## config.mk

```make
export PLATFORM = sky130hd
export DESIGN_NAME = escape_rle_rgb565_decoder_unit
export DESIGN_NICKNAME = d
export VERILOG_FILES = /design/src/erle_pkg.sv /design/src/erle_grey.sv /design/src/escape_rle_rgb565_decoder_unit.sv
export SDC_FILE = /design/constraint.sdc
export NUM_CORES = 1
export LEC_CHECK = 0
export BUFFER_PORTS_ARGS = -buffer_cell sky130_fd_sc_hd__buf_2
export CAP_MARGIN = 25
export CELL_PAD_IN_SITES_DETAIL_PLACEMENT = 1
export CELL_PAD_IN_SITES_GLOBAL_PLACEMENT = 2
export CORE_MARGIN = 8
export CORE_UTILIZATION = 34
export CTS_BUF_LIST = sky130_fd_sc_hd__clkbuf_16
export CTS_CLUSTER_SIZE = 30
export DETAILED_ROUTE_END_ITERATION = 7
export GPL_TIMING_DRIVEN = 0
export PLACE_DENSITY_LB_ADDON = 0.3
export SLEW_MARGIN = 30
export SYNTH_ARGS = -nofsm -noshare
export SYNTH_HDL_FRONTEND = slang
export SYNTH_SLANG_ARGS = --single-unit
export TNS_END_PERCENT = 100
```

## constraint.sdc

```tcl
create_clock -name i_clk -period 3.95 [get_ports i_clk]
set_clock_uncertainty 0.2 [all_clocks]
set_input_delay 0.1975 -clock i_clk [delete_from_list [all_inputs] [get_ports i_clk]]
set_output_delay 0.1975 -clock i_clk [all_outputs]
set_load 0.02 [all_outputs]
```

## src/erle_pkg.sv

```systemverilog
package erle_pkg;

    localparam int WORD_W       = 16;
    localparam int LEN_W        = 17;
    localparam int IDX_W        = 20;
    localparam int POS_BITS_DEF = 20;

    // Configuration register indexes (byte address is four times the index).
    localparam int REG_COLOUR_MODE = 0;
    localparam int PADDR_W         = 3;

    localparam logic MODE_GREY   = 1'b0;
    localparam logic MODE_COLOUR = 1'b1;

endpackage

```

## src/erle_grey.sv

```systemverilog
module erle_grey
    import erle_pkg::*;
(
    input  logic [WORD_W-1:0] i_color,
    input  logic              i_mode,
    output logic [WORD_W-1:0] o_color
);

    logic [4:0] w_red;
    logic [5:0] w_green;
    logic [4:0] w_blue;
    logic [7:0] w_sum;
    logic [5:0] w_luma;
    logic [WORD_W-1:0] w_grey;

    // The input is byte-swapped RGB565: green is split across both bytes.
    assign w_red   = i_color[7:3];
    assign w_green = {i_color[2:0], i_color[15:13]};
    assign w_blue  = i_color[12:8];
    assign w_sum   = {2'b00, w_red, 1'b0} + {2'b00, w_green} + {2'b00, w_blue, 1'b0};
    assign w_luma  = w_sum[7:2];

    // Luma goes back into all three channels of the same swapped layout.
    assign w_grey  = {w_luma[2:0], w_luma[5:1], w_luma[5:1], w_luma[5:3]};

    assign o_color = (i_mode == MODE_COLOUR) ? i_color : w_grey;

endmodule

```

## src/escape_rle_rgb565_decoder_unit.sv

```systemverilog
// Items enter the input register; results then move to the result register.
// Throughput: one item per cycle; the input register and the result register
// decouple the two channels, so the input stalls only when both are full and
// the waiting result is not being taken.
// Reset (synchronous, active low) empties both registers, sets colour_mode to 1
// and returns the parser to expecting a marker word at pixel position zero.
module escape_rle_rgb565_decoder_unit
    import erle_pkg::*;
#(
    parameter int POSITION_BITS = POS_BITS_DEF
)(
    input  logic               i_clk,
    input  logic               i_rst_n,

    input  logic               i_in_valid,
    output logic               o_in_ready,
    input  logic [WORD_W-1:0]  i_stream_word,
    input  logic               i_stream_start,

    output logic               o_out_valid,
    input  logic               i_out_ready,
    output logic [WORD_W-1:0]  o_pixel_color,
    output logic [LEN_W-1:0]   o_run_length,
    output logic [IDX_W-1:0]   o_run_start_index,

    input  logic               psel,
    input  logic               penable,
    input  logic               pwrite,
    input  logic [PADDR_W-1:0] paddr,
    input  logic [31:0]        pwdata,
    output logic [31:0]        prdata,
    output logic               pready
);

    localparam logic [1:0] PH_MARKER = 2'd0;
    localparam logic [1:0] PH_DATA   = 2'd1;
    localparam logic [1:0] PH_COUNT  = 2'd2;
    localparam logic [1:0] PH_COLOUR = 2'd3;

    logic                     r_mode;
    logic                     r_in_valid;
    logic [WORD_W-1:0]        r_in_word;
    logic                     r_in_start;

    logic [1:0]               r_phase, n_phase;
    logic [WORD_W-1:0]        r_marker, n_marker;
    logic [LEN_W-1:0]         r_held_len, n_held_len;
    logic [POSITION_BITS-1:0] r_pos, n_pos;

    logic                     r_out_valid;
    logic [WORD_W-1:0]        r_out_color;
    logic [LEN_W-1:0]         r_out_len;
    logic [IDX_W-1:0]         r_out_idx;

    logic                     w_out_free;
    logic                     w_advance;
    logic                     w_in_take;
    logic                     w_emit;
    logic [WORD_W-1:0]        w_emit_raw;
    logic [WORD_W-1:0]        w_emit_color;
    logic [LEN_W-1:0]         w_emit_len;
    logic [POSITION_BITS+LEN_W-1:0] w_pos_sum;
    logic [POSITION_BITS+IDX_W-1:0] w_pos_wide;
    logic                     w_cfg_write;

    assign w_out_free = !r_out_valid || i_out_ready;
    assign w_advance  = r_in_valid && w_out_free;
    assign o_in_ready = !r_in_valid || w_out_free;
    assign w_in_take  = i_in_valid && o_in_ready;

    assign w_cfg_write = psel && penable && pwrite && pready &&
                         (paddr[PADDR_W-1:2] == REG_COLOUR_MODE[PADDR_W-3:0]);
    assign pready = 1'b1;
    assign prdata = {31'd0, r_mode};

    always_comb begin
        n_phase    = r_phase;
        n_marker   = r_marker;
        n_held_len = r_held_len;
        w_emit     = 1'b0;
        w_emit_raw = r_in_word;
        w_emit_len = LEN_W'(1);
        if (r_in_start || r_phase == PH_MARKER) begin
            n_phase    = PH_DATA;
            n_marker   = r_in_word;
            n_held_len = '0;
        end else begin
            case (r_phase)
                PH_COUNT: begin
                    n_held_len = {1'b0, r_in_word} + LEN_W'(1);
                    n_phase    = PH_COLOUR;
                end
                PH_COLOUR: begin
                    n_phase    = PH_DATA;
                    w_emit     = 1'b1;
                    w_emit_len = r_held_len;
                end
                default: begin
                    if (r_in_word == r_marker) begin
                        n_phase = PH_COUNT;
                    end else begin
                        w_emit = 1'b1;
                    end
                end
            endcase
        end
    end

    assign w_pos_sum  = {{LEN_W{1'b0}}, r_pos} + {{POSITION_BITS{1'b0}}, w_emit_len};
    assign w_pos_wide = {{IDX_W{1'b0}}, r_pos};

    always_comb begin
        if (r_in_start || r_phase == PH_MARKER) begin
            n_pos = '0;
        end else if (w_emit) begin
            n_pos = w_pos_sum[POSITION_BITS-1:0];
        end else begin
            n_pos = r_pos;
        end
    end

    erle_grey u_grey (
        .i_color (w_emit_raw),
        .i_mode  (r_mode),
        .o_color (w_emit_color)
    );

    always_ff @(posedge i_clk) begin
        if (!i_rst_n) begin
            r_mode      <= MODE_COLOUR;
            r_in_valid  <= 1'b0;
            r_out_valid <= 1'b0;
            r_phase     <= PH_MARKER;
            r_marker    <= '0;
            r_held_len  <= '0;
            r_pos       <= '0;
        end else begin
            if (w_cfg_write) begin
                r_mode <= pwdata[0];
            end
            if (w_in_take) begin
                r_in_valid <= 1'b1;
            end else if (w_advance) begin
                r_in_valid <= 1'b0;
            end
            if (w_advance) begin
                r_phase    <= n_phase;
                r_marker   <= n_marker;
                r_held_len <= n_held_len;
                r_pos      <= n_pos;
            end
            if (w_advance && w_emit) begin
                r_out_valid <= 1'b1;
            end else if (i_out_ready) begin
                r_out_valid <= 1'b0;
            end
        end
    end

    always_ff @(posedge i_clk) begin
        if (w_in_take) begin
            r_in_word  <= i_stream_word;
            r_in_start <= i_stream_start;
        end
        if (w_advance && w_emit) begin
            r_out_color <= w_emit_color;
            r_out_len   <= w_emit_len;
            r_out_idx   <= w_pos_wide[IDX_W-1:0];
        end
    end

    assign o_out_valid       = r_out_valid;
    assign o_pixel_color     = r_out_color;
    assign o_run_length      = r_out_len;
    assign o_run_start_index = r_out_idx;

endmodule

```

==> metrics.txt <==
status=finished, final reports clean; worst vdd ir=299 uV; CTS Buf Count=17; worst r2r path cells=12; DP HPWL=13200 um; clock latency at the later pin of the worst-skew pair=430 ps; Cells after Synth=639; final number of max-transition violations=0; CTS max path bufs=2; Hold Fails Final Rpt=0; Ports=147; Detailed Route Iter0 Violations=172; met2 WL=9020 um; initial antenna violation count=0; Max-Cap Viols=0; number of routed nets with antenna violations=0; # port buffers=81; CORE AREA=18700 um^2; Mapped Area=6480 um^2; final setup fails=0; RR Endpoint=r_pos[14]; Hold Path Origin=r_held_len[14]; most frequent cell after synthesis=nand2_1; Synthesis Warnings=0; PwrDens=437 nW/um^2; Rows=50; overall routed net length=18200 um; Placer Congestion=0.850; Synth top cells by count=73 x nand2_1, 70 x edfxtp_1, 58 x dfxtp_1; flop2flop setup slack=270 ps; dominant synthesized flop cell=edfxtp_1; first-pass GRT wire length=29800 um; Die Ht=154 um; Final Cycle Share=93.2%; highest metal used=met4; Post-Place Worst Slack=-281 ps; Layout Nets=881; top cells by area, synth=edfxtp_1 32%, dfxtp_1 18%, xnor2_1 5.4%; P&R area growth vs syn=26.6%; met1 wire length=7990 um; Leakage=3.26 nW; Hold EP=r_held_len[14]; Yosys cell types=59; min Tclk post-route=3680 ps; post-synth top area share=32.4%; final worst slack=269 ps; worst-path fanout max=10; clock-pin slew on the worst setup and hold paths=60 ps; largest net degree at the start of global routing=63; fmax=272 MHz; clk sink count=128; number of synthesized flops with an enable pin=70; CTS tree=built; Vias=5203; Setup TNS Final=0 ps; Antenna Cells=0; Fill cells=2121; hold path depth=2; Initial DRT Pass Iterations=4; WP data arrival=3780 ps; crit start category=flop; design area=8210 um^2; Placed Instance Area=7300 um^2; gr usage total=16.0%; asr flop ratio synth=0%; Routed WL per cell=17.5 um; # DRC=0; Chip Width=154 um; Slew HR=47.7%; gr ovfl total=0; die area=23700 um^2; Vias/cell=5.01; initial core utilization=34.7%; met3 wire length=761 um; vias in the first global route=5689; RSZ-0062 raised after global routing=false; launching point of the worst reg2reg path=r_phase[1]; FF+latch count, synth=128; Setup Crit Path Kind=reg2reg; CP endpoint kind=flop; synthesized area per cell=10.1 um^2; worst-margin pin slew=785 ps; Data required, critical path=4050 ps; H-tree Lvls=4; Hold Path Class=reg2reg; post-synthesis sequential area ratio=50.3%; CTS root buffer=clkbuf_16; post-synth top area cell=edfxtp_1; layout cells sized above 1=21.0%
## cell families after synthesis
group           count (synthesis)  share of synthesized area, %
buf+inv                        89                          7.22
flops                         128                          50.3
simple gates                  202                          15.0
other cells                     2                         0.116
mux                             5                         0.810
compound gates                135                          13.9
xor+xnor                       48                          6.48
fa+ha+maj                      30                          6.14
## metal layers
metal / track usage [%] / vias up
met5: 0 / -
met4: 7.51 / 0
met3: 3.64 / 30
met2: 27.5 / 103
met1: 18.5 / 2539
li1: - / 2531
## power by group
group,switching [mW],total (mW),internal (mW)
Clock,0.628,1.76,1.13
Combinational,0.210,0.363,0.153
Sequential,0.0346,1.47,1.44
Total,0.873,3.59,2.72
## flip-flops by register name (all words and copies together) (netlist names)
register / cells
r_in_word: 16
r_in_start: 1
r_held_len: 17
r_mode: 1
o_run_start_index: 20
r_marker: 16
r_phase: 2
r_pos: 20
o_out_valid: 1
r_in_valid: 1
o_pixel_color: 16
o_run_length: 17
## layout by cell type, fill, tap and decap left out, types with 20 or more instances in the layout
cell type	n
a21oi_1	48
a22oi_1	22
and3_1	22
buf_2	88
buf_4	34
clkbuf_1	25
conb_1	32
dfxtp_1	58
dlygate4sd3_1	23
edfxtp_1	70
ha_1	27
inv_1	20
nand2_1	73
nand3_1	21
nor2_1	38
xnor2_1	40
## critical path, cell delays in order (launching register included)
cell      delay [ps]
dfxtp_1          380
inv_1            160
nor2_4           250
clkbuf_2         250
nand3b_1         140
ha_1             270
fa_1             420
a21o_1           230
a221oi_4         420
o21ai_2          200
a41oi_1          350
xor2_1           180
o21ai_0           90
## cell type report
| type | count | area (um^2) | share of cell area [%] |
|---|---|---|---|
| flip-flops and latches | 128 | 3260 | 39.8 |
| multi-input cells | 452 | 2890 | 35.2 |
| repair buffers | 104 | 636 | 7.74 |
| clock buffers | 17 | 425 | 5.18 |
| plain buffers | 69 | 397 | 4.83 |
| well taps | 234 | 293 | 3.57 |
| clock inverters | 15 | 233 | 2.83 |
| inverters | 20 | 75.1 | 0.914 |
## through the flow
| step | hold slack [ps] | utilization (%) | std cells | total power [mW] |
|---|---|---|---|---|
| after floorplan | 96.4 | - | 669 | 1.74 |
| after global placement | 175 | 39.0 | 984 | 1.83 |
| after detailed placement | 176 | 39.0 | 984 | 1.84 |
| after CTS | 253 | 43.8 | 1039 | 3.62 |
| after global routing | 268 | 43.9 | 1039 | 3.73 |
| final | 267 | 43.9 | 1039 | 3.59 |
## worst max path at each step
| stage | cells after the start | startpoint | slack (ps) | end |
|---|---|---|---|---|
| after detailed placement | 12 | r_phase[1] | -280 | r_pos[14] |
| after global routing | 12 | r_phase[1] | 50 | r_pos[14] |
| final | 12 | r_phase[1] | 270 | r_pos[14] |
| after floorplan | 11 | r_in_start | 720 | r_pos[14] |
| after CTS | 12 | r_phase[1] | 80 | r_pos[14] |
| after global placement | 12 | r_phase[1] | -220 | r_pos[14] |
## what timing repair did
item	CTS	global route
endpoints found under the setup margin	4	3
resized for setup	3	2
setup buffers	0	0
hold endpoints to repair	27	0
hold buffers	23	0
Power figures use the tool's default switching activity.
